$ cat config.mk
export PLATFORM = sky130hd
export DESIGN_NAME = gmcn_ctrl
export DESIGN_NICKNAME = d
export VERILOG_FILES = /design/src/rtl/gmcn_pkg.sv /design/src/rtl/gmcn_ctrl.sv
export SDC_FILE = /design/constraint.sdc
export NUM_CORES = 1
export LEC_CHECK = 0
export ABC_AREA = 1
export BUFFER_PORTS_ARGS = -buffer_cell sky130_fd_sc_hd__buf_4
export CORE_AREA = 4 4 41 43
export DETAILED_ROUTE_END_ITERATION = 6
export DIE_AREA = 0 0 45 47
export GPL_ROUTABILITY_DRIVEN = 1
export HOLD_SLACK_MARGIN = 0.06
export MAX_ROUTING_LAYER = met4
export SETUP_SLACK_MARGIN = 0.2
export SLEW_MARGIN = 15
export SYNTH_ARGS = -nofsm -noshare
export SYNTH_HDL_FRONTEND = slang
export SYNTH_SLANG_ARGS = --single-unit
$ cat constraint.sdc
create_clock -name clock -period 1.2 [get_ports clock]
set_clock_uncertainty 0.1 [all_clocks]
set_input_delay 0.12 -clock clock [delete_from_list [all_inputs] [get_ports clock]]
set_output_delay 0.12 -clock clock [all_outputs]
set_load 0.005 [all_outputs]
$ cat src/rtl/gmcn_pkg.sv
`timescale 1ns / 1ps
// ----------------------------------------------------------------------------
// Grid menu cursor navigator package
// Shared types, codes and constants for the navigator controller, datapath
// and top level.
// ----------------------------------------------------------------------------
package gmcn_pkg;

   // Table geometry
   localparam int PRIMARY_MAX   = 16;
   localparam int SECONDARY_MAX = 16;
   localparam int STORE_DEPTH   = PRIMARY_MAX * SECONDARY_MAX;
   localparam int ADDR_W        = $clog2(STORE_DEPTH);

   // Field widths
   localparam int IDX_W   = 4;
   localparam int CNT_W   = 5;
   localparam int STYLE_W = 3;
   localparam int OP_W    = 4;
   localparam int WORD_W  = 32;

   // Configuration port
   localparam int CSR_IDX_W  = 2;
   localparam int CSR_DATA_W = 5;
   localparam logic [CSR_IDX_W-1:0] CSR_STYLE  = 2'd0;
   localparam logic [CSR_IDX_W-1:0] CSR_PCOUNT = 2'd1;
   localparam logic [CSR_IDX_W-1:0] CSR_SCOUNT = 2'd2;

   // Configuration reset values
   localparam logic [CNT_W-1:0] PCOUNT_RESET = 5'd16;
   localparam logic [CNT_W-1:0] SCOUNT_RESET = 5'd1;
   localparam logic [CNT_W-1:0] PCOUNT_MAX   = 5'd16;
   localparam logic [CNT_W-1:0] SCOUNT_MAX   = 5'd16;

   // Cell attribute masks
   localparam logic [WORD_W-1:0] SEL_HI_MASK = 32'hF000_0000;
   localparam logic [WORD_W-1:0] SEL_LO_MASK = 32'h0F00_0000;
   localparam logic [WORD_W-1:0] CELL_RESET  = 32'hFF00_0000;

   typedef enum logic [OP_W-1:0] {
      OP_UP         = 4'd0,
      OP_DOWN       = 4'd1,
      OP_LEFT       = 4'd2,
      OP_RIGHT      = 4'd3,
      OP_SET_CURSOR = 4'd4,
      OP_WRITE_CELL = 4'd5,
      OP_WRITE_CUR  = 4'd6,
      OP_READ_CELL  = 4'd7,
      OP_READ_CUR   = 4'd8
   } op_code_type;

   typedef enum logic [STYLE_W-1:0] {
      STYLE_H    = 3'd0,
      STYLE_V    = 3'd1,
      STYLE_HL   = 3'd2,
      STYLE_VL   = 3'd3,
      STYLE_GRID = 3'd4
   } style_type;

   typedef enum logic [2:0] {
      KIND_NONE,
      KIND_MOVE,
      KIND_SET,
      KIND_WRITE,
      KIND_READ
   } op_kind_type;

   typedef enum logic [2:0] {
      ST_IDLE,
      ST_DECODE,
      ST_SCAN_ISSUE,
      ST_SCAN_CHECK,
      ST_READ_WAIT,
      ST_RESPOND
   } state_type;

   typedef struct packed {
      logic [OP_W-1:0]   operation;
      logic [IDX_W-1:0]  primary_index;
      logic [IDX_W-1:0]  secondary_index;
      logic [WORD_W-1:0] attribute_word;
   } req_type;

   typedef struct packed {
      logic [IDX_W-1:0]  cursor_primary;
      logic [IDX_W-1:0]  cursor_secondary;
      logic [WORD_W-1:0] read_attribute;
   } rsp_type;

   // Controller to datapath
   typedef struct packed {
      logic load_req;
      logic scan_init;
      logic scan_step;
      logic scan_land;
      logic set_cursor;
      logic mem_write;
      logic mem_read;
      logic read_capture;
      logic rsp_load;
   } ctrl_cmd_type;

   // Datapath to controller
   typedef struct packed {
      op_kind_type kind;
      logic        scan_end;
      logic        scan_hit;
   } dp_status_type;

endpackage

$ cat src/rtl/gmcn_ctrl.sv
`timescale 1ns / 1ps
// ----------------------------------------------------------------------------
// Grid menu cursor navigator controller
// Sequences decode, the cell scan of a move, table accesses and the response.
// ----------------------------------------------------------------------------
module gmcn_ctrl
   import gmcn_pkg::*;
(
   input  logic          clock,
   input  logic          reset,
   input  logic          start,
   input  dp_status_type status,
   output logic          busy,
   output ctrl_cmd_type  cmd
);

   state_type state_ff;
   state_type state_in;

   // State register
   always_ff @(posedge clock) begin
      if (reset) begin
         state_ff <= ST_IDLE;
      end else begin
         state_ff <= state_in;
      end
   end

   // Next state
   always_comb begin
      state_in = state_ff;
      case (state_ff)
         ST_IDLE: begin
            if (start) state_in = ST_DECODE;
         end
         ST_DECODE: begin
            case (status.kind)
               KIND_MOVE: state_in = ST_SCAN_ISSUE;
               KIND_READ: state_in = ST_READ_WAIT;
               default:   state_in = ST_RESPOND;
            endcase
         end
         ST_SCAN_ISSUE: begin
            state_in = status.scan_end ? ST_RESPOND : ST_SCAN_CHECK;
         end
         ST_SCAN_CHECK: begin
            state_in = status.scan_hit ? ST_RESPOND : ST_SCAN_ISSUE;
         end
         ST_READ_WAIT: state_in = ST_RESPOND;
         ST_RESPOND:   state_in = ST_IDLE;
         default:      state_in = ST_IDLE;
      endcase
   end

   // Outputs
   always_comb begin
      cmd = '0;
      case (state_ff)
         ST_IDLE: begin
            cmd.load_req = start;
         end
         ST_DECODE: begin
            case (status.kind)
               KIND_MOVE:  cmd.scan_init  = 1'b1;
               KIND_SET:   cmd.set_cursor = 1'b1;
               KIND_WRITE: cmd.mem_write  = 1'b1;
               KIND_READ:  cmd.mem_read   = 1'b1;
               default:    cmd = '0;
            endcase
         end
         ST_SCAN_ISSUE: begin
            cmd.scan_step = !status.scan_end;
         end
         ST_SCAN_CHECK: begin
            cmd.scan_land = status.scan_hit;
         end
         ST_READ_WAIT: cmd.read_capture = 1'b1;
         ST_RESPOND:   cmd.rsp_load     = 1'b1;
         default:      cmd = '0;
      endcase
   end

   assign busy = (state_ff != ST_IDLE);

endmodule

Yosys cells after proc, flatten, opt, wreduce, memory -nomap -nowiden:

Index checks and enable logic that the tools add are counted.
Widths: inputs -> output; s select.

* latch bits: 0
* memories: 0
* RAM bits: 0
* logic and storage cells: 30
* ROM bits: 0
* output and inout bits: 10
* bits of input ports: 8
* flip-flop bits (word level): 3

* $add $sub $neg: 0
* multiply operators: 0
* divide/modulo/power cells: 0
* multiplexer cells: 16
* shifts and indexed selects: 0
* eq/ne operators: 10
* order comparisons: 0
* bitwise logic cells: 0
* reduce and logical (&&, ||, !) cells: 3

Operator list (count)
* $pmux 3 s5: 1
* $eq 3x2->1 const B: 4
* $mux 3: 4
* $mux 1: 10
* $eq 3x3->1 const B: 3
* $eq 3x1->1 const B: 2
* $pmux 3 s2: 1
* $logic_not 3->1: 1
* $reduce_bool 3->1: 1
* $ne 2x2->1 const B: 1
* $logic_not 1->1: 1

Logic depth before layout (Yosys ltp):

* depth after elaboration: 3
* gate-level depth with buffers: 7

Least setup slack after synthesis:

OpenSTA, ideal clock, no wires.

* path kind: reg2reg
* start: register state_ff[0]
* end: register state_ff[0]
* path buffers: 0
* path slack: 0.162 ns
* arrival time: 0.823 ns
* stages on the path, launching flop included: 7
* cells stage by stage: dfxtp_1 -> inv_1 -> nand2_1 -> nor2_1 -> inv_2 -> o21ai_1 -> nor2_1

* cells in the longest elaborated chain, start to end: 2

Ends and longest elaborated chain
* from (decl): line gmcn_ctrl.sv:17 `state_type state_ff;`
* from (signal assigned): line gmcn_ctrl.sv:25 `state_ff <= state_in;`
* $eq 3x3->1 (tied with other cells): line gmcn_ctrl.sv:32 `case (state_ff)`
* $pmux 3 s5 or $ne 2x2->1 (tied branches)

Parallel ways exist; a longest one is shown, timed or not.
A chain may end at the register's enable or synchronous reset.

==> flow_metrics.tcl <==
set metrics [dict create \
    met3_usage 0.0268 \
    synthSimpleGateAreaFrac 0.591 \
    h-tree-depth 1 \
    grtUsageMet1 0.100 \
    leakage_nw 0.355 \
    synth_seq_cells 3 \
    mostFrequentLayoutCells "buf_4 (20), buf_6 (8), inv_1 (6), nor2_1 (6), inv_2 (5)" \
    grt_antenna_before_repair 0 \
    wirelength_mm 1.02 \
    globalplace.congestion 0.758 \
    final_cells 98 \
    tightest_slew_ns 0.225 \
    syn_to_final_growth_pct 135 \
    cts_sinks 3 \
    cp-start-kind "flip-flop" \
    drv_slew 0 \
    diodes 0 \
    clk_pin_slew_ns 0.04 \
    cts_tree "built" \
    slew_headroom 0.849 \
    largest_reg_flops 3 \
    peakVddDrop_v 0.000946 \
    synth_xor_area_frac 0 \
    hp-class "in -> reg" \
    top_usage_layer "met2" \
    portBuffers 17 \
    synth_compound_area_frac 0.0345 \
    grt_pass1_vias 337 \
    path_max_fanout 4 \
    synth_top_family_by_area "simple AND/OR/NAND/NOR gates" \
    final_antenna_net_count 0 \
    grt_util_all_layers 0.0889 \
    clock-root-buffer "clkbuf_4" \
    yosysTopAreaCell "dfxtp_1" \
    vias 415 \
    synth_fa_ha_area_frac 0 \
    cp.required_ns 0.98 \
    vias_per_cell 4.23 \
    overflow 0 \
    final.setup.worst_slack_ns -0.182 \
    initial_core_util 0.223 \
    outcome "finished, violations left" \
    globalRouteMet2Util 0.147 \
    fmax_mhz 723 \
    setup_violations 12 \
    synth_area_leaders "dfxtp_1 (21%), nor2_1 (12%), inv_1 (10%), nand4_1 (8.6%), nor4_2 (8.6%)" \
    cts_made_buffers 3 \
    syn_area_um2 290 \
    dp_cells 82 \
    yosysSeqAreaShare 0.207 \
    synth_nets 57 \
    drcViolationCount 0 \
    crit_path_end_kind "output port" \
    dr.pass1.iters 4 \
    cap_violations 0 \
    drive_gt1_frac 0.687 \
    drt_iter0_drc 4 \
    finish.utilization 0.524 \
    largest_register "state_ff" \
    grt_max_degree 8 \
    final_common_cell "buf_4" \
    cts.path.max_buffers 2 \
    synthMuxAreaShare 0 \
    dpl.hpwl_um 607 \
    clk_latency_ns 0.23 \
    dieArea_mm2 0.00212 \
    hold_viol_final 0 \
    crit_arrival_ns 1.16 \
    syn_avg_cell_area_um2 5.92 \
    dpl_worst_slack_ns 0.0170 \
    synth_top_area_share 0.207 \
    reg.largest.list "state_ff (3)" \
    ys_types 15 \
    die_x_um 45 \
    grt_pass1_wl_mm 1.29 \
    power_density_mw_per_mm2 1340 \
    die_h_um 47 \
    grt_setup_unrepaired "yes" \
    synthCells 49 \
    ios 18 \
    row_count 13 \
    yosysWarnings 0 \
    nNetsFinal 92 \
    routedWlPerCell_um 10.4 \
    critPathKind "reg -> out" \
    finalCritPeriodShare 1.15 \
    violations "negative setup slack" \
    core-area_mm2 0.00130 \
    fin_crit_ns 1.38 \
]
[final timing paths]
check                           startpoint                        to  slack, ns  depth (start not counted)
setup / recovery  state_ff[2]$_SDFFE_PP0P_                    cmd[2]      -0.18                          6
hold / removal                       reset  state_ff[0]$_SDFFE_PP0P_       0.06                          4
setup reg to reg  state_ff[2]$_SDFFE_PP0P_  state_ff[2]$_SDFFE_PP0P_      -0.02                          8
hold reg to reg   state_ff[2]$_SDFFE_PP0P_  state_ff[0]$_SDFFE_PP0P_       0.58                          4
[power breakdown]
group          leakage, nW  internal, mW  total, mW  switching [mW]
sequential          0.0264         0.125      0.147          0.0228
clock               0.0150         0.125      0.178          0.0537
combinational        0.314         0.317      0.585           0.268
[through the flow]
step           power, mW  hold slack (ns)  instance area, um2  TNS (ns)
2_1_floorplan      0.315           0.0850                 292         0
3_3_place_gp       0.439            0.202                 445         0
3_5_place_dp       0.439            0.202                 445         0
4_1_cts            0.703           0.0458                 564    -0.958
5_1_grt            0.976           0.0773                 682     -2.03
6_report           0.911           0.0555                 682     -1.24
[cells by family after synthesis]
group,count (synthesis)
buffers and inverters,13
AND/OR/NAND/NOR,31
flip-flops,3
AO/OA/AOI/OAI,2
[per-layer routing]
layer,vias to the layer above,routed length (um),part of all wire
met2,8,570,0.56
li1,224,-,-
met3,0,49,0.048
met1,183,400,0.39
met4,0,0,0
met5,-,0,0
[critical path: stages (launching register included)]
cell	delay, ns
dfxtp_2	0.31
inv_2	0.07
nand2_2	0.07
nor2_4	0.10
inv_2	0.07
nor4_2	0.16
buf_4	0.15
[final cells by class]
type,count,area (um2)
Clock buffer,4,26.3
Fill cell,132,619
Inverter,13,63.8
Multi-Input combinational cell,33,234
Sequential cell,3,68.8
Tap cell,15,18.8
Timing Repair Buffer,30,270
[synth_stat cells]
library cell  instances
nand3_2               1
nor2_2                2
dfxtp_1               3
inv_1                 8
inv_2                 5
o21ai_1               1
nor4_2                2
nand2_2               1
nand2_1               6
nand4_1               4
a21oi_1               1
nor3_1                2
nand3_1               3
nor2_4                1
nor2_1                9
[what timing repair did]
action                     in CTS  in global routing
gates resized for setup        11                 20
setup endpoints to repair      13                 13
hold buffers                    1                  0
setup buffers                   6                  5
pin swaps                       7                  4
hold endpoints to repair        3                  0
(Power assumes the default switching activity.)
